--- src/sobh_pkg.sv ---
`timescale 1ns / 1ps
// ----------------------------------------------------------------------------
// sobh_pkg: shared types and constants
// Register indexes, field widths and the per-item control flags that travel
// from the front end through the work queue to the gradient datapath.
// ----------------------------------------------------------------------------
package sobh_pkg;

  localparam int MAX_WIDTH_DEF = 512;
  localparam int HEIGHT_LIMIT  = 4096;
  localparam int PIX_W         = 8;
  localparam int FWIDTH_W      = 10;
  localparam int FHEIGHT_W     = 13;
  localparam int ROW_W         = 12;
  localparam int CFG_INDEX_W   = 8;
  localparam int CFG_DATA_W    = 13;
  localparam int WORK_DEPTH    = 2;
  localparam int RESULT_DEPTH  = 2;

  localparam logic [CFG_INDEX_W-1:0] REG_FRAME_WIDTH  = CFG_INDEX_W'(0);
  localparam logic [CFG_INDEX_W-1:0] REG_FRAME_HEIGHT = CFG_INDEX_W'(1);

  localparam logic [FWIDTH_W-1:0]  FRAME_WIDTH_RST  = FWIDTH_W'(512);
  localparam logic [FHEIGHT_W-1:0] FRAME_HEIGHT_RST = FHEIGHT_W'(512);

  localparam logic [PIX_W-1:0] SAT_LEVEL = 8'd255;

  // Classification made by the front end for each item.
  typedef struct packed {
    logic emit;       // centre pixel is interior, a result is produced
    logic frame_end;  // result is the last one of the frame
  } sobh_ctrl_t;

  typedef struct packed {
    logic [PIX_W-1:0] magnitude;
    logic             frame_end;
  } sobh_result_t;

endpackage

--- src/sobh_front.sv ---
`timescale 1ns / 1ps
// ----------------------------------------------------------------------------
// sobh_front: frame registers, raster counters and item classification
// Holds the frame size registers, tracks the column and row of the next
// pixel and tags each accepted item with its column and result flags.
// ----------------------------------------------------------------------------
module sobh_front import sobh_pkg::*; #(
  parameter int MAX_WIDTH = MAX_WIDTH_DEF,
  parameter int COL_W     = $clog2(MAX_WIDTH)
) (
  input  logic                   clk,
  input  logic                   rst,
  input  logic                   cfg_valid,
  input  logic [CFG_INDEX_W-1:0] cfg_index,
  input  logic [CFG_DATA_W-1:0]  cfg_data,
  input  logic                   push,
  input  logic                   work_full,
  output logic                   work_push,
  output logic [COL_W-1:0]       work_col,
  output sobh_ctrl_t             work_ctrl
);

  logic [FWIDTH_W-1:0]  frame_width;
  logic [FHEIGHT_W-1:0] frame_height;
  logic [COL_W-1:0]     column_count;
  logic [ROW_W-1:0]     row_count;
  logic [COL_W-1:0]     last_col;
  logic [ROW_W-1:0]     last_row;
  logic [31:0]          width_use;
  logic [31:0]          height_use;

  // Width and height in use are the registers clamped to their legal range.
  always_comb begin
    width_use = 32'(frame_width);
    if (width_use < 32'd3) begin
      width_use = 32'd3;
    end
    if (width_use > 32'(MAX_WIDTH)) begin
      width_use = 32'(MAX_WIDTH);
    end
    height_use = 32'(frame_height);
    if (height_use < 32'd3) begin
      height_use = 32'd3;
    end
    if (height_use > 32'(HEIGHT_LIMIT)) begin
      height_use = 32'(HEIGHT_LIMIT);
    end
    last_col = COL_W'(width_use - 32'd1);
    last_row = ROW_W'(height_use - 32'd1);
  end

  assign work_push           = push && !work_full;
  assign work_col            = column_count;
  assign work_ctrl.emit      = (row_count >= ROW_W'(2)) && (column_count >= COL_W'(2));
  assign work_ctrl.frame_end = (row_count == last_row) && (column_count == last_col);

  always_ff @(posedge clk) begin
    if (rst) begin
      frame_width  <= FRAME_WIDTH_RST;
      frame_height <= FRAME_HEIGHT_RST;
      column_count <= '0;
      row_count    <= '0;
    end else if (cfg_valid) begin
      // A write to a known register restarts the frame.
      case (cfg_index)
        REG_FRAME_WIDTH: begin
          frame_width  <= cfg_data[FWIDTH_W-1:0];
          column_count <= '0;
          row_count    <= '0;
        end
        REG_FRAME_HEIGHT: begin
          frame_height <= cfg_data[FHEIGHT_W-1:0];
          column_count <= '0;
          row_count    <= '0;
        end
        default: begin
        end
      endcase
    end else if (work_push) begin
      if (column_count == last_col) begin
        column_count <= '0;
        row_count    <= (row_count == last_row) ? '0 : row_count + ROW_W'(1);
      end else begin
        column_count <= column_count + COL_W'(1);
      end
    end
  end

endmodule

--- config.mk ---
export PLATFORM = sky130hd
export DESIGN_NAME = sobh_front
export DESIGN_NICKNAME = d
export VERILOG_FILES = /design/src/sobh_pkg.sv /design/src/sobh_front.sv
export SDC_FILE = /design/constraint.sdc
export NUM_CORES = 1
export LEC_CHECK = 0
export BUFFER_PORTS_ARGS = -buffer_cell sky130_fd_sc_hd__buf_4
export CAP_MARGIN = 20
export CORE_MARGIN = 2
export CORE_UTILIZATION = 30
export DETAILED_ROUTE_END_ITERATION = 10
export HOLD_SLACK_MARGIN = 0.05
export RECOVER_POWER = 100
export SETUP_SLACK_MARGIN = 0.3
export SLEW_MARGIN = 20
export SYNTH_ARGS = -nofsm -noshare
export SYNTH_HDL_FRONTEND = slang
export SYNTH_SLANG_ARGS = --single-unit
--- constraint.sdc ---
create_clock -name clk -period 5.35 [get_ports clk]
set_input_delay 0.2675 -clock clk [delete_from_list [all_inputs] [get_ports clk]]
set_output_delay 0.2675 -clock clk [all_outputs]
set_load 0.03 [all_outputs]
---- Yosys cells after proc, flatten, opt, wreduce, memory -nomap -nowiden ----
Index checks and enable logic that the tools add are counted.
storage, ports and cells
  bits of input ports ..................... 26
  bits in read-only memories .............. 0
  logic and storage cells ................. 43
  memories kept ........................... 0
  latch bits .............................. 0
  memory bits (writable) .................. 0
  register bits after elaboration ......... 44
cells by class
  reduce and logical (&&, ||, !) cells .... 12
  bitwise operators ....................... 0
  muxes and demuxes ....................... 13
  divide/modulo/power cells ............... 0
  eq/ne operators ......................... 4
  $mul .................................... 0
  shift-type cells ........................ 0
  magnitude comparators ................... 6
  add/subtract/negate cells ............... 4
operators by type and width
  kind                   number
  $mux 12                6
  $mux 9                 5
  $gt 13x13->1 const B   1
  $lt 13x2->1 const B    1
  $mux 13                1
  $add 12x1->12 const B  1
  $eq 12x12->1           1
  $ge 12x2->1 const B    1
  $sub 12x1->12 const B  1
  $gt 10x10->1 const B   1
  $lt 10x2->1 const B    1
  $mux 10                1
  $add 9x1->9 const B    1
  $eq 9x9->1             1
  $ge 9x2->1 const B     1
  $sub 9x1->9 const B    1
  $eq 8x1->1 const B     1
  $logic_not 8->1        1
  $reduce_and 2->1       3
  $reduce_bool 2->1      2
  $logic_and 1x1->1      3
  $reduce_and 3->1       1
  $ne 2x2->1 const B     1
  $reduce_or 2->1        1
  $logic_not 1->1        1

---- Depth between registers and ports, before layout ----
Gate-level depths: netlist (run 1).
  depth in word-level cells ............... 10
  gate-level depth with buffers ........... 16
  depth with buffers taken out ............ 12

---- Worst setup path after synthesis (run 1) ----
OpenSTA, ideal clock, no wires.
  kind .................................... reg-to-reg
  from .................................... register frame_width[3]
  to ...................................... register row_count[4]
  stages on the path, launching flop included .. 16
  period minus slack after synthesis ...... 4039 ps
  slack ................................... 1311 ps
  buffers on the path ..................... 3
  arrival ................................. 3912 ps
  path through ............................ dfxtp_1 buf_4 nor4_1 and2_1 o21ai_0 ha_1 xor2_1 or4b_1 a21oi_1 a211oi_1 or4_1 buf_2 o31a_1 buf_6 and2_0 or3_1
on the way
  longest elaborated chain between the ends .. 8
RTL lines
  element                               RTL line          source
  start, declared                       sobh_front.sv:23  logic [FWIDTH_W-1:0] frame_width;
  start signal, assigned                sobh_front.sv:67  frame_width <= cfg_data[FWIDTH_W-1:0];
  $lt 10x2->1                           sobh_front.sv:35  if (width_use < 32'd3) begin
  $mux 10 *                             sobh_front.sv:35
  $gt 10x10->1                          sobh_front.sv:38  if (width_use > 32'(MAX_WIDTH)) begin
  $mux 9 *                              sobh_front.sv:38
  $sub 9x1->9 *                         sobh_front.sv:48  last_col = COL_W'(width_use - 32'd1);
  $eq 9x9->1 *                          sobh_front.sv:80  if (column_count == last_col) begin
  $reduce_bool 2->1 (no source line) *  --
  $reduce_and 3->1 (no source line) *   --
  end signal, assigned                  sobh_front.sv:82  row_count <= (row_count == last_row) ? '0 : row_count + ROW_W'(1);
  end, declared                         sobh_front.sv:26  logic [ROW_W-1:0] row_count;
Mark *: on every way between the ends. The rest lies on a longest branch, timed or not.
A chain may end at the register's enable or synchronous reset.

---- Final worst setup path (run 1) ----
  from .................................... register frame_width[2]
  to ...................................... register row_count[8]
The elaborated chain is that of the path after synthesis.

==> metrics.yaml, run 1 <==
run_status: "completed"
cts_setup_buffers: 0
routed-wl-met3_um: 299
clk_pin_slew_worst_paths_ps: 80
worstPathMaxFanout: 11
highest_layer: "met4"
ys_seq_area_share_pct: 28.2
cts_tree: "done"
skew_ps: 5.69
ys_types: 61
synth_largest_type_area_fraction_pct: 28.2
htreeDepth: 2
drive_above_1_share_pct: 11.1
period_share_pct: 82.2
drtIter0Drc: 152
slew_headroom_pct: 25.6
m1WireLength_um: 3670
total_power_mw: 0.593
routedWlPerCell_um: 14.3
cp_data_required_time_ps: 5490
die_area_mm2: 0.0112
track_usage_pct: 14.6
yosys_warnings: 0
muxShareOfSynthArea_pct: 8.38
synth_compound_area_share_pct: 18.5
synth-adder-area-share_pct: 2.41
drc: 0
die_h_um: 106
grt_overflow_total: 0
rsz0062_at_grt: "false"
rows: 37
hold_viol: 0
drv_slew: 0
dp_hpwl_um: 6020
arrival_ps: 4540
diodes: 0
end_kind: "flip-flop"
cts_resized: 0
drt_pre_antenna_iters: 4
die_w_um: 106
clock_path_buffers: 2
ir_drop_mv: 0.0832
grt_max_degree: 27
viasPerCell: 5.31
dpl.cell_count: 544
dr_wl_met2_um: 3840
grt_antenna_before_repair: 0
fin_crit_ps: 4400
synth_area_leader_cell: "dfxtp_1"
syn2layout_area_growth_pct: 11.2
rrSetupSlack_ps: 950
synth_most_common_cell: "nor2_1"
p_leak_nw: 1.32
coreArea_mm2: 0.0102
routabilityCongestion: 0.870
p_per_area_mw_per_mm2: 171
grt_first_pass_wirelength_um: 13500
worst_hold_slack_ps: 198
synth-edff-count: 0
grt_pass1_vias: 2733
syn-num-nets: 431
cts_num_sinks: 44
syn_area_mm2: 0.00312
synthArstFlopShare_pct: 0
vias: 2927
start_util_pct: 30.5
hp-class: "input pin to flip-flop"
cts_buffers: 5
fin_nets: 447
yosys.area_share.simple_pct: 29.2
synth-xor-area-share_pct: 7.02
synthCells: 399
ys_ff_latch: 44
cp-start-kind: "flip-flop"
hold_buffers: 0
setup.worst_path.class: "flip-flop to flip-flop"
ys_top_cells_by_count: "nor2_1, dfxtp_1, nand2_1"
synth_ff_type: "dfxtp_1"
setup_viol: 0
fin_cells: 551
ios: 38
ant_nets: 0
clk_latency_ps: 290
maxCapViolCount: 0
finalSetupTns_ps: 0
clock.fmax_mhz: 227
avgSynthCellArea_um2: 7.82
clockRootBuffer: "clkbuf_8"
wirelength_um: 7890
portBuffers: 37
synth_area_leaders: "dfxtp_1, mux2i_1, nor2_1, xnor2_1, nand2_1"
synth_top_family_by_area: "simple AND/OR/NAND/NOR gates"
worst_pin_slew_ps: 1110
[registers in the layout, summed over array words and instances, names as in the netlist]
signal and count:
row_count 12, work_col 9, frame_height 13, frame_width 10
[layer usage]
metal | up-vias | global-route usage, %
li1 | 1476 | -
met1 | 1372 | 19.3
met2 | 72 | 25.1
met3 | 7 | 2.02
met4 | 0 | 3.48
met5 | - | 0
[final timing paths]
check                      start        endpoint  cells past startpoint
setup / recovery  frame_width[2]    row_count[8]                     12
hold reg to reg     row_count[0]    row_count[0]                      1
hold / removal       cfg_data[9]  frame_width[9]                      3
setup reg to reg  frame_width[2]    row_count[8]                     12
[cell families after synthesis]
kind of cell	after synthesis
fa+ha+maj	6
compound gates	83
simple gates	172
flops	44
mux	26
xor+xnor	25
buf+inv	43
[critical path, cell delays in order (launching register included)]
cell	delay, ps
dfxtp_1	390
nor4_1	280
clkbuf_1	240
and2_0	180
o21ai_0	110
ha_1	350
xor2_1	220
or4b_1	540
a21oi_1	150
a211oi_1	60
or4_1	620
o31ai_1	960
o21ai_0	160
[cell usage in the layout, fill, tap and decap left out, types with 3 or more instances in the layout]
cell type / instances
a211o_1: 3
a211oi_1: 9
a21o_1: 5
a21oi_1: 13
a31oi_1: 7
and2_0: 3
and3_1: 6
buf_4: 24
clkbuf_1: 13
clkbuf_8: 7
dfxtp_1: 44
ha_1: 6
inv_1: 14
mux2i_1: 25
nand2_1: 26
nand2b_1: 7
nand3_1: 10
nand4_1: 4
nor2_1: 48
nor2b_1: 5
nor3_1: 13
nor4_1: 15
nor4b_1: 4
o211ai_1: 3
o21ai_0: 16
o21ai_2: 4
o31a_1: 5
or2_2: 5
or3_1: 10
or4_1: 6
xnor2_1: 14
xor2_1: 11
[through the flow]
| stage | cell area, µm² | setup slack, ps | util [%] |
|---|---|---|---|
| 2_1_floorplan | 3120 | 1310 | - |
| 3_3_place_gp | 3430 | 1250 | 33.5 |
| 3_5_place_dp | 3430 | 1180 | 33.5 |
| 4_1_cts | 3530 | 1070 | 34.5 |
| 5_1_grt | 3470 | 553 | 33.9 |
| 6_report | 3470 | 951 | 33.9 |
[power by group]
part | switching, mW | internal (mW)
combinational | 0.0178 | 0.0165
sequential | 0.00185 | 0.328
clock | 0.114 | 0.115
[layout make-up]
type,instances,area [µm²]
fill,1062,6760
multi-input combinational,312,2030
sequential,44,881
timing repair buffer,38,236
tap,136,170
clock buffer,7,96.3
inverter,14,52.6
(Power assumes the default switching activity.)
==> run 2, diff against run 1 <==
Clock period 5.35 ns to 4.3 ns, I/O delays scaled along.
==> run 2 against run 1 <==
Against the previous run: wire length rose by 2.0%; register-to-register slack worse by 600 ps; cell count grew 0.91%; first-iteration DRC count is 11% lower; core utilization rose by 0.62 points; sequential power is 24% higher; clock-buffer cell count decreased by 1; via count grew 1.0%; critical path type unchanged.
==> metrics.yaml, run 2 (synthesized netlist as in run 1, its figures left out) <==
final_common_cell: "nor2_1"
clock.fmax_mhz: 254
drc: 0
vias: 2957
drtIter0Drc: 135
die_area_mm2: 0.0112
cts_setup_buffers: 0
die_w_um: 106
cts_num_sinks: 44
start_util_pct: 30.5
grt_antenna_before_repair: 0
largest_register: "frame_height"
finalSetupTns_ps: 0
grt_first_pass_wirelength_um: 14100
rows: 37
drive_above_1_share_pct: 13.3
portBuffers: 37
final_cell_mix: "nor2_1, dfxtp_1, buf_4"
p_per_area_mw_per_mm2: 217
worst_hold_slack_ps: 147
worstPathMaxFanout: 10
grt_pass1_vias: 2811
htreeDepth: 2
min_path_cells: 3
drv_slew: 0
dp_hpwl_um: 6120
setup.worst_path.class: "flip-flop to flip-flop"
largest_reg_flops: 13
clk_pin_slew_worst_paths_ps: 90
dr_wl_met2_um: 3950
end_kind: "flip-flop"
cts_tree: "done"
cp_data_required_time_ps: 4480
highest_layer: "met4"
fill_cells: 1077
fin_nets: 451
maxCapViolCount: 0
grt_overflow_total: 0
wirelength_um: 8050
routedWlPerCell_um: 14.5
period_share_pct: 91.7
syn2layout_area_growth_pct: 13.2
coreArea_mm2: 0.0102
worst_pin_slew_ps: 1090
arrival_ps: 4130
hold_viol: 0
fin_crit_ps: 3940
setup_viol: 0
hp-class: "input pin to flip-flop"
skew_ps: 5.22
final_area_mm2: 0.00353
clockRootBuffer: "clkbuf_8"
m1WireLength_um: 3740
track_usage_pct: 15.1
clk_latency_ps: 300
fin_ws_ps: 355
worstRegToRegCells: 12
routabilityCongestion: 0.842
ant_nets: 0
drt_pre_antenna_iters: 4
die_h_um: 106
run_status: "completed"
total_power_mw: 0.768
reg_top3: "frame_height: 13 flops, row_count: 12 flops, frame_width: 10 flops"
routed-wl-met3_um: 304
rsz0062_at_grt: "true"
viasPerCell: 5.32
clock_path_buffers: 2
ios: 38
ir_drop_mv: 0.133
cts_buffers: 5
placed_area_mm2: 0.00347
cp-start-kind: "flip-flop"
post-place-ws_ps: 300
slew_headroom_pct: 26.8
p_leak_nw: 1.37
grt_max_degree: 27
diodes: 0
-- run 2: cell count changes in the layout (fill, tap and decap cells not counted), sizes merged --
cell,before,now
buf,24,29
clkbuf,21,19
bufinv,0,1
clkinv,0,1
-- run 2: final timing paths --
kind / from / endpoint / slack [ps]
setup / recovery: frame_width[2] / row_count[4] / 360
hold / removal: cfg_data[12] / frame_height[12] / 150
setup reg to reg: frame_width[2] / row_count[4] / 360
hold reg to reg: row_count[1] / row_count[1] / 550
-- run 2: stage by stage --
stage	cells	util, %
CTS	556	35.0
global route	556	34.5
finish	556	34.5
global placement	548	33.9
detailed placement	548	33.9
floorplan	399	-
-- run 2: per-layer routing --
layer | global-route usage [%] | up-vias
met5 | 0 | -
met4 | 4.32 | 0
met2 | 25.7 | 65
li1 | - | 1487
met3 | 2.27 | 4
met1 | 19.9 | 1401
-- run 2: area by class of cell --
class | count | area, µm² | area share, %
well taps | 136 | 170 | 4.82
clock buffers | 6 | 72.6 | 2.05
repair buffers | 42 | 270 | 7.65
clock inverters | 2 | 35.0 | 0.992
flip-flops and latches | 44 | 885 | 25.0
inverters | 14 | 52.6 | 1.49
multi-input cells | 312 | 2050 | 58.0
-- run 2: power breakdown --
group	switching [mW]	internal [mW]
Combinational	0.0225	0.0215
Clock	0.141	0.173
Sequential	0.00218	0.408
Total	0.166	0.602
-- run 2: timing repair --
item	4_1_cts	5_1_grt
gates resized for setup	1	9
hold buffers	0	0
endpoints found under the setup margin	1	13
-- run 2: worst max-delay path, stage by stage (launching register included) --
cell	delay, ps
dfxtp_1	390
nor4_1	370
and2_0	190
o21ai_0	110
ha_1	250
xor2_1	180
or4b_1	520
a21oi_1	130
a211oi_1	60
or4_1	660
o31a_4	450
and2_0	160
or3_1	360
