$ cat src/sobh_pkg.sv
`timescale 1ns / 1ps
// ----------------------------------------------------------------------------
// sobh_pkg: shared types and constants
// Register indexes, field widths and the per-item control flags that travel
// from the front end through the work queue to the gradient datapath.
// ----------------------------------------------------------------------------
package sobh_pkg;

  localparam int MAX_WIDTH_DEF = 512;
  localparam int HEIGHT_LIMIT  = 4096;
  localparam int PIX_W         = 8;
  localparam int FWIDTH_W      = 10;
  localparam int FHEIGHT_W     = 13;
  localparam int ROW_W         = 12;
  localparam int CFG_INDEX_W   = 8;
  localparam int CFG_DATA_W    = 13;
  localparam int WORK_DEPTH    = 2;
  localparam int RESULT_DEPTH  = 2;

  localparam logic [CFG_INDEX_W-1:0] REG_FRAME_WIDTH  = CFG_INDEX_W'(0);
  localparam logic [CFG_INDEX_W-1:0] REG_FRAME_HEIGHT = CFG_INDEX_W'(1);

  localparam logic [FWIDTH_W-1:0]  FRAME_WIDTH_RST  = FWIDTH_W'(512);
  localparam logic [FHEIGHT_W-1:0] FRAME_HEIGHT_RST = FHEIGHT_W'(512);

  localparam logic [PIX_W-1:0] SAT_LEVEL = 8'd255;

  // Classification made by the front end for each item.
  typedef struct packed {
    logic emit;       // centre pixel is interior, a result is produced
    logic frame_end;  // result is the last one of the frame
  } sobh_ctrl_t;

  typedef struct packed {
    logic [PIX_W-1:0] magnitude;
    logic             frame_end;
  } sobh_result_t;

endpackage

$ cat src/sobh_queue.sv
`timescale 1ns / 1ps
// ----------------------------------------------------------------------------
// sobh_queue: small first-in first-out queue
// Register-based queue with push/full and pop/empty; the head entry is
// always presented on rdata while empty is low.
// ----------------------------------------------------------------------------
module sobh_queue import sobh_pkg::*; #(
  parameter int W     = 8,
  parameter int DEPTH = 2
) (
  input  logic         clk,
  input  logic         rst,
  input  logic         push,
  input  logic [W-1:0] wdata,
  output logic         full,
  input  logic         pop,
  output logic [W-1:0] rdata,
  output logic         empty
);

  localparam int PTR_W = (DEPTH > 1) ? $clog2(DEPTH) : 1;
  localparam int CNT_W = $clog2(DEPTH + 1);

  logic [W-1:0]     store [DEPTH];
  logic [PTR_W-1:0] wr_ptr;
  logic [PTR_W-1:0] rd_ptr;
  logic [CNT_W-1:0] count;
  logic             do_push;
  logic             do_pop;

  assign full    = (count == CNT_W'(DEPTH));
  assign empty   = (count == '0);
  assign do_push = push && !full;
  assign do_pop  = pop && !empty;
  assign rdata   = store[rd_ptr];

  always_ff @(posedge clk) begin
    if (rst) begin
      wr_ptr <= '0;
      rd_ptr <= '0;
      count  <= '0;
    end else begin
      if (do_push) begin
        wr_ptr <= (wr_ptr == PTR_W'(DEPTH - 1)) ? '0 : wr_ptr + PTR_W'(1);
      end
      if (do_pop) begin
        rd_ptr <= (rd_ptr == PTR_W'(DEPTH - 1)) ? '0 : rd_ptr + PTR_W'(1);
      end
      if (do_push && !do_pop) begin
        count <= count + CNT_W'(1);
      end else if (do_pop && !do_push) begin
        count <= count - CNT_W'(1);
      end
    end
  end

  always_ff @(posedge clk) begin
    if (do_push) begin
      store[wr_ptr] <= wdata;
    end
  end

endmodule

$ cat config.mk
export PLATFORM = sky130hd
export DESIGN_NAME = sobh_queue
export DESIGN_NICKNAME = d
export VERILOG_FILES = /design/src/sobh_pkg.sv /design/src/sobh_queue.sv
export SDC_FILE = /design/constraint.sdc
export NUM_CORES = 1
export LEC_CHECK = 0
export BUFFER_PORTS_ARGS = -buffer_cell sky130_fd_sc_hd__buf_2
export CELL_PAD_IN_SITES_DETAIL_PLACEMENT = 1
export CELL_PAD_IN_SITES_GLOBAL_PLACEMENT = 1
export CORE_ASPECT_RATIO = 1.5
export CORE_MARGIN = 3
export CORE_UTILIZATION = 39
export CTS_CLUSTER_DIAMETER = 100
export DETAILED_ROUTE_END_ITERATION = 8
export PLACE_DENSITY_LB_ADDON = 0.1
export SYNTH_ARGS = -nofsm -noshare
export SYNTH_HDL_FRONTEND = slang
export SYNTH_SLANG_ARGS = --single-unit
$ cat constraint.sdc
create_clock -name clk -period 1.6 [get_ports clk]
set_input_delay 0.08 -clock clk [delete_from_list [all_inputs] [get_ports clk]]
set_output_delay 0.08 -clock clk [all_outputs]
set_load 0.02 [all_outputs]
; ---- Yosys cells after proc, flatten, opt, wreduce, memory -nomap -nowiden
; Memory sizes are Yosys's and may differ from the RTL's. A register that Yosys moved wholly into a read port is not among the register bits.
; Index checks and enable logic that the tools add are counted.
[classes]
n_reduce_logical = 10
n_eq_ne = 1
mux = 8
add_sub_neg = 4
[op_table]
columns = op, count
row1 = two-way mux 1 bit, 6
row2 = logical AND 1 bit, 4
row3 = zero test 1 bit, 4
row4 = two-way mux 2 bit, 2
row5 = "adder 1 bit, second input constant", 2
row6 = "adder 2 x 1 -> 2 bit, second input constant", 1
row7 = "== test 2 bit, second input constant", 1
row8 = zero test 2 bit, 1
row9 = nonzero test 2 bit, 1
row10 = "subtractor 2 x 1 -> 2 bit, second input constant", 1
[word_totals]
n_memories = 1
in_bits = 12
reg_bits = 4
ramBits = 16
[memory_table]
columns = name, words, width, read_ports, rd_ports_with_merged_regs, wr, line
row1 = store, 2, 8, 1, 1, 1, sobh_queue.sv:24  ; logic [W-1:0] store [DEPTH];

; ---- Longest topological paths before layout
; Gate-level depths: netlist of run 1.
[depth]
word_depth = 7
ltp_mapped = 6
depth_no_buf = 6

; ---- Worst setup path after synthesis of run 1
; Ideal clock, no wire load.
[synth_timing]
kind = reg2reg
start = register count[1]
end = register count[1]
stages_incl_launch_ff = 6
required_time_ns = 1.530
synth_period_minus_slack_ns = 1.587
setup_time_ns = 0.070
slack_ns = 0.013
t_arrival_ns = 1.517
path_cell_list = dfxtp_1 > nor2b_2 > nor2_1 > ha_1 > or3_1 > a21oi_1
[synth_via]
elab_chain_cells = 6
word_cells_on_any_way = 15
classes_between = add/sub (2) / eq/ne (1) / mux (2) / reduce/logical (10)
[synth_lines]
columns = element, line
row1 = start: declaration, sobh_queue.sv:27  ; logic [CNT_W-1:0] count;
row2 = start signal: assignment, sobh_queue.sv:50  ; count <= count + CNT_W'(1);
row3 = start signal: assignment, sobh_queue.sv:52  ; count <= count - CNT_W'(1);
row4 = == test 2 bit *, sobh_queue.sv:31  ; assign full = (count == CNT_W'(DEPTH));
row5 = via full, sobh_queue.sv:15  ; output logic full,
row6 = zero test 1 bit *, sobh_queue.sv:33  ; assign do_push = push && !full;
row7 = logical AND 1 bit *, sobh_queue.sv:33
row8 = zero test 1 bit, sobh_queue.sv:51  ; end else if (do_pop && !do_push) begin
row9 = logical AND 1 bit, sobh_queue.sv:51
row10 = nonzero test 2 bit (no line), -
; The timed path passes the listed nets; every way through them passes the cells marked *. The select of a mux whose other input is x is not followed.
; A chain may end at the register's enable or synchronous reset.

; ---- Worst setup path after layout of run 1
[layout_timing]
start = register count[1]
end = register count[1]
[layout_via]
elab_chain_cells = 6
word_cells_on_any_way = 15
classes_between = add/sub (2) / eq/ne (1) / mux (2) / reduce/logical (10)
[layout_lines]
columns = element, line
row1 = == test 2 bit or zero test 2 bit (tied branches), "sobh_queue.sv:31, sobh_queue.sv:32"
row2 = zero test 1 bit (on tied branches), "sobh_queue.sv:33, sobh_queue.sv:34"
row3 = logical AND 1 bit (on tied branches), "sobh_queue.sv:33, sobh_queue.sv:34"
row4 = zero test 1 bit (on tied branches), "sobh_queue.sv:51, sobh_queue.sv:49"
row5 = logical AND 1 bit (on tied branches), "sobh_queue.sv:51, sobh_queue.sv:49"
row6 = nonzero test 2 bit (no line) or two-way mux 2 bit (tied branches), -
; Parallel ways exist; a longest one is shown, timed or not. The select of a mux whose other input is x is not followed.

==> metrics.md, run 1 <==
| Metric | Value |
|---|---|
| Biggest area consumer among synthesized cells | `edfxtp_1` |
| Worst Path Arrival | `1.71 ns` |
| Area of placed instances | `927 µm²` |
| Crit end category | `flop` |
| Min Tclk post-route | `1.48 ns` |
| Setup TNS | `0 ns` |
| Longest Clk Path Bufs | `2` |
| Sw frac | `0.324` |
| Vias | `501` |
| Syn Nets | `63` |
| Root Driver | `clkbuf_4` |
| Routed WL | `1300 µm` |
| Crit-path max FO | `5` |
| Final Slew Violations | `0` |
| Grt ovf | `0` |
| Synth Register Bits | `21` |
| Number of post-CTS setup repair buffers | `0` |
| Outcome | `finished clean` |
| Measured slew at the worst slew-check pin | `0.366 ns` |
| Layout overhead on the synthesized area | `32.5%` |
| Starting Density | `0.422` |
| Share of the synthesized area in the top cell type | `0.606` |
| Drt drc | `0` |
| Post-route ant nets | `0` |
| Final Hold Fails | `0` |
| Final setup vio count | `0` |
| Required time of the critical path | `1.83 ns` |
| Clk sinks | `21` |
| Syn avg cell area | `15.9 µm²` |
| Vias in the first global route | `529` |
| Die width | `42.8 µm` |
| CTS tree | `done` |
| Max_slew headroom | `0.756` |
| Worst vdd rail ir drop | `1060 µV` |
| Routability congestion estimate | `0.642` |
| Worst clock skew | `0.00819 ns` |
| Initial DRC count | `1` |
| Pwr dens | `1470 nW/µm²` |
| Worst-path clk slew | `0.11 ns` |
| Mapped Cells | `50` |
| Antenna cells | `0` |
| Logic pwr share | `0.348` |
| Setup Crit Path Kind | `flop to flop` |
| Worst skew pair latency | `0.29 ns` |
| H-tree levels | `1` |
| Hold Path Class | `input pin to flop` |
| Most numerous cell in the Yosys netlist | `edfxtp_1` |
| Clk pwr share | `0.152` |
| Largest net degree at the start of global routing | `12` |
| Post-Synth XOR/XNOR Area | `0.0331` |
| Die area | `2620 µm²` |
| Sequential power share | `0.501` |
| RSZ-0062 raised after global routing | `false` |
| Global-route wire length before repair | `2210 µm` |
| First-pass detailed-route iteration total | `2` |
| Placement row count | `19` |
| Pleak | `0.422 nW` |
| Post-synthesis compound-gate area fraction | `0.0315` |
| DIE HEIGHT | `61.2 µm` |
| Maxcap violations | `0` |
| Mux contribution to synthesized area | `0.114` |
| Synth Area in Adders | `0.0158` |
| Startpoint types | `flop` |
| Final #Nets | `98` |
| Synth async-reset ratio | `0` |
| Port buffer count | `21` |
| Ratio of cells with drive above 1 in the final layout | `0.429` |
| Top_reg_cell synth | `edfxtp_1` |
| Tcrit/Tclk final | `0.925` |
| P_int | `0.00105 W` |
| DR WL/cell | `12.4 µm` |
| Top-level port count | `22` |
| Core area | `1880 µm²` |
| Ranking of synthesized cells by area | `edfxtp_1 61%, dfxtp_1 13%, mux2_2 11%, xor2_1 3.3%, nor2_1 2.4%` |
| Top cells by count, synth | `16 x edfxtp_1, 8 x mux2_2, 5 x dfxtp_1, 5 x nor2_1` |
| Main combinational cell family by area after synthesis | `multiplexers` |
| Gr usage total | `0.117` |
| Yosys cell types | `13` |
| Sw Pwr | `0.000501 W` |
| Synth Area in Simple Gates | `0.0584` |
| Max Clock Freq | `676 MHz` |
| Yosys Warn Count | `0` |
| Initial antenna violation count | `0` |
| Post-synth EDFFs | `16` |
| Number of CTS-inserted buffers | `3` |
| Fin area | `1050 µm²` |
| Cell Area, Synth | `793 µm²` |
| Vias per inst | `4.77` |
| Seq/Total Area, Yosys | `0.732` |
| HPWL Detailed | `940 µm` |
==> critical path: stages (launching register included) <==
cell and delay (ns):
dfxtp_2 0.37, nor2b_4 0.16, nor2_1 0.06, ha_1 0.31
or3_1 0.38, a21oi_1 0.14
==> sequential cells by signal, summed over array words and instances (netlist names), named ones only <==
name and cells:
rd_ptr 1, store 16, count 2, wr_ptr 1
==> placed cells by master (no fill, tap or decap), drive strengths merged, types with 2 or more instances in the layout <==
cell and instances:
mux2 8, or3 2, dlygate4sd3 9, buf 22
inv 2, nor2 5, dfxtp 5, a21oi 2
edfxtp 16, o21ai 3, xor2 3, clkbuf 4
==> per-stage QoR <==
| step | cells | hold slack [ns] | util | setup slack (ns) | total power [W] |
|---|---|---|---|---|---|
| after global placement | 92 | 0.268 | 0.494 | 0.102 | 0.00129 |
| final | 105 | 0.166 | 0.560 | 0.120 | 0.00155 |
| after CTS | 105 | 0.160 | 0.556 | 0.0410 | 0.00156 |
| after global routing | 105 | 0.226 | 0.560 | 0.0204 | 0.00166 |
| after floorplan | 50 | 0.149 | - | 0.0134 | 0.00114 |
| after detailed placement | 92 | 0.272 | 0.494 | 0.0775 | 0.00130 |
==> final cells by class <==
type / count / area [µm²]
Clock buffer: 4 / 26.3
Fill cell: 198 / 827
Inverter: 2 / 7.51
Multi-Input combinational cell: 26 / 205
Sequential cell: 21 / 583
Tap cell: 21 / 26.3
Timing Repair Buffer: 31 / 203
==> repair_timing <==
item,in CTS,in global routing
gates resized for setup,0,4
setup endpoints to repair,0,1
hold buffers,9,0
hold endpoints to repair,17,0
==> worst paths after layout <==
kind	startpoint	to	slack (ns)	cells past startpoint
setup / recovery	count[1]	count[1]	0.12	5
hold / removal	push	wr_ptr	0.17	4
setup reg to reg	count[1]	count[1]	0.12	5
hold reg to reg	count[1]	count[1]	0.51	2
==> layer usage <==
layer,vias to the layer above,routed length [µm],GRT usage
met4,0,13,0.0667
met5,-,0,0
li1,248,-,-
met2,14,759,0.221
met3,2,62,0.0175
met1,237,463,0.122
==> logic make-up (layout without fill, tap and decap cells) <==
group                    count (synthesis)  after routing
AO/OA/AOI/OAI                            5              5
AND/OR/NAND/NOR                          9              9
adder cells (fa/ha/maj)                  1              1
buffers and inverters                    3             37
flip-flops                              21             21
XOR/XNOR                                 3              3
multiplexers                             8              8
==> power by group through the flow <==
stage / clock network, W / logic (W) / registers, W
3_3_place_gp: 0 / 0.000510 / 0.000779
4_1_cts: 0.000251 / 0.000540 / 0.000767
5_1_grt: 0.000268 / 0.000596 / 0.000792
3_5_place_dp: 0 / 0.000518 / 0.000780
6_report: 0.000235 / 0.000538 / 0.000775
2_1_floorplan: 0 / 0.000394 / 0.000742
Note: power is estimated with default switching activity, not from simulation.
==> inputs of run 2 (changes only) <==
Settings changed: CORE_UTILIZATION 39 to 36.
Clock period 1.6 ns to 1.2 ns, I/O delays scaled along.
==> run 2 against run 1 <==
The flow now finishes with violations (setup timing). Cell count rose by 4.8%. Clock power rose by 37%. Worst setup slack got worse by 0.28 ns. Critical path type unchanged. Critical endpoint unchanged. Largest power group is now combinational cells. Highest routed layer unchanged.
==> metrics.md, run 2 (same netlist as run 1, synthesis figures left out) <==
| Metric | Value |
|---|---|
| Outcome | `complete, but fails checks (was finished clean)` |
| Violated checks | `setup timing` |
| Die width | `44.3 µm (was 42.8 µm)` |
| Hold Crit Depth | `4 (unchanged)` |
| Min Tclk post-route | `1.36 ns (was 1.48 ns)` |
| Hold Path Class | `input pin to flop (unchanged)` |
| DR WL/cell | `14.3 µm (was 12.4 µm)` |
| CTS tree | `done (unchanged)` |
| Commonest non-fill, non-tap cell in the layout | `edfxtp_1 (was buf_2)` |
| Global-route wire length before repair | `2760 µm (was 2210 µm)` |
| Clk sinks | `21 (unchanged)` |
| First-pass detailed-route iteration total | `3 (was 2)` |
| Setup TNS | `-1.78 ns (was 0 ns)` |
| Measured slew at the worst slew-check pin | `0.206 ns (was 0.366 ns)` |
| RSZ-0062 raised after global routing | `true (was false)` |
| Reg2reg path depth | `5 (unchanged)` |
| Vias in the first global route | `604 (was 529)` |
| Final WS setup | `-0.161 ns (was 0.120 ns)` |
| Setup Crit Path Kind | `flop to flop (unchanged)` |
| Post-route ant nets | `0 (unchanged)` |
| Worst clock skew | `0.00711 ns (was 0.00819 ns)` |
| Ratio of cells with drive above 1 in the final layout | `0.545 (was 0.429)` |
| Layout overhead on the synthesized area | `51.9% (was 32.5%)` |
| Top-level port count | `22 (unchanged)` |
| Fin area | `1200 µm² (was 1050 µm²)` |
| Vias | `531 (was 501)` |
| Max FFs per register | `16 (unchanged)` |
| Number of CTS-inserted buffers | `3 (unchanged)` |
| Gr usage total | `0.136 (was 0.117)` |
| HPWL Detailed | `1070 µm (was 940 µm)` |
| Reg with most FFs | `store (unchanged)` |
| Maxcap violations | `0 (unchanged)` |
| Antenna cells | `0 (unchanged)` |
| Startpoint types | `flop (unchanged)` |
| Max Clock Freq | `735 MHz (was 676 MHz)` |
| Final Slew Violations | `0 (unchanged)` |
| Starting Density | `0.387 (was 0.422)` |
| Worst Path Arrival | `1.59 ns (was 1.71 ns)` |
| Worst vdd rail ir drop | `978 µV (was 1060 µV)` |
| Drt drc | `0 (unchanged)` |
| Max_slew headroom | `0.861 (was 0.756)` |
| Pwr dens | `2040 nW/µm² (was 1470 nW/µm²)` |
| Most frequent cells in the layout | `16 x edfxtp_1, 12 x buf_2, 9 x dlygate4sd3_1 (was 21 x buf_2, 16 x edfxtp_1, 9 x dlygate4sd3_1)` |
| DIE HEIGHT | `63.5 µm (was 61.2 µm)` |
| Place WS | `-0.215 ns (was 0.0775 ns)` |
| Routed WL | `1580 µm (was 1300 µm)` |
| Required time of the critical path | `1.43 ns (was 1.83 ns)` |
| Crit Reg-Reg Endpoint | `count[1] (unchanged)` |
| Vias per inst | `4.83 (was 4.77)` |
| Core area | `2050 µm² (was 1880 µm²)` |
| Root Driver | `clkbuf_4 (unchanged)` |
| Tcrit/Tclk final | `1.13 (was 0.925)` |
| Final Hold Fails | `0 (unchanged)` |
| Worst r2r src | `count[1] (unchanged)` |
| Longest Clk Path Bufs | `2 (unchanged)` |
| Filler cells | `217 (was 198)` |
| Crit end category | `flop (unchanged)` |
| Top Registers | `store (16), count (2) (unchanged)` |
| Initial antenna violation count | `0 (unchanged)` |
| Hold Startpoint | `push (unchanged)` |
| Routability congestion estimate | `0.633 (was 0.642)` |
| Reg2Reg Setup Slack | `-0.16 ns (was 0.12 ns)` |
| Grt ovf | `0 (unchanged)` |
| Worst-path clk slew | `0.11 ns (about the same)` |
| Die area | `2810 µm² (was 2620 µm²)` |
| Port buffer count | `21 (unchanged)` |
| H-tree levels | `1 (unchanged)` |
| Largest net degree at the start of global routing | `12 (unchanged)` |
| Endpoint, Worst Hold | `wr_ptr (unchanged)` |
| Final #Nets | `102 (was 98)` |
| Final setup vio count | `26 (was 0)` |
| Placement row count | `20 (was 19)` |
| Worst skew pair latency | `0.30 ns (was 0.29 ns)` |
| Area of placed instances | `960 µm² (was 927 µm²)` |
| Initial DRC count | `2 (was 1)` |
| Pleak | `0.491 nW (was 0.422 nW)` |
| Crit-path max FO | `3 (was 5)` |
## run 2: stage by stage
| step | std cells | power (W) | hold slack (ns) | utilization |
|---|---|---|---|---|
| finish | 110 | 0.00246 | 0.193 | 0.587 |
| global route | 110 | 0.00263 | 0.212 | 0.587 |
| CTS | 110 | 0.00245 | 0.142 | 0.579 |
| detailed placement | 96 | 0.00184 | 0.253 | 0.468 |
| global placement | 96 | 0.00182 | 0.248 | 0.468 |
| floorplan | 50 | 0.00154 | 0.122 | - |
## run 2: timing repair
action | 4_1_cts | 5_1_grt
hold buffers | 9 | 0
gates resized for setup | 32 | 5
buffers inserted | 1 | 0
setup endpoints to repair | 26 | 28
gates cloned | 0 | 0
hold endpoints to repair | 21 | 0
pin swaps | 3 | 1
## run 2: power by group
group | total, W | internal [W] | switching, W
logic | 0.00109 | 0.000601 | 0.000485
clock network | 0.000323 | 0.000129 | 0.000194
registers | 0.00105 | 0.000943 | 0.000111
## run 2: metal layers
layer / global-route usage / vias to the layer above / share of wire
met1: 0.140 / 254 / 0.36
met2: 0.246 / 16 / 0.57
met3: 0.0200 / 4 / 0.043
met5: 0 / - / 0
li1: - / 257 / -
met4: 0.0792 / 0 / 0.026
## run 2: area by class of cell
type                            instances  area (µm²)  share of cell area
Inverter                                2        15.0              0.0125
Sequential cell                        21         587               0.487
Tap cell                               22        27.5              0.0228
Clock buffer                            4        26.3              0.0218
Multi-Input combinational cell         26         264               0.219
Timing Repair Buffer                   35         285               0.237
## run 2: worst max-delay path, stage by stage (launching register included)
cell     delay [ns]
dfxtp_2        0.35
nor2b_4        0.13
nor2_2         0.15
ha_4           0.22
or3_1          0.34
a21oi_1        0.12
## run 2: worst max-delay path by stage
stage | start | end | slack (ns)
3_3_place_gp | count[0] | count[1] | -0.21
2_1_floorplan | count[1] | count[1] | -0.26
6_report | count[1] | count[1] | -0.16
3_5_place_dp | count[0] | count[1] | -0.22
4_1_cts | count[1] | count[1] | -0.18
5_1_grt | count[1] | count[1] | -0.24
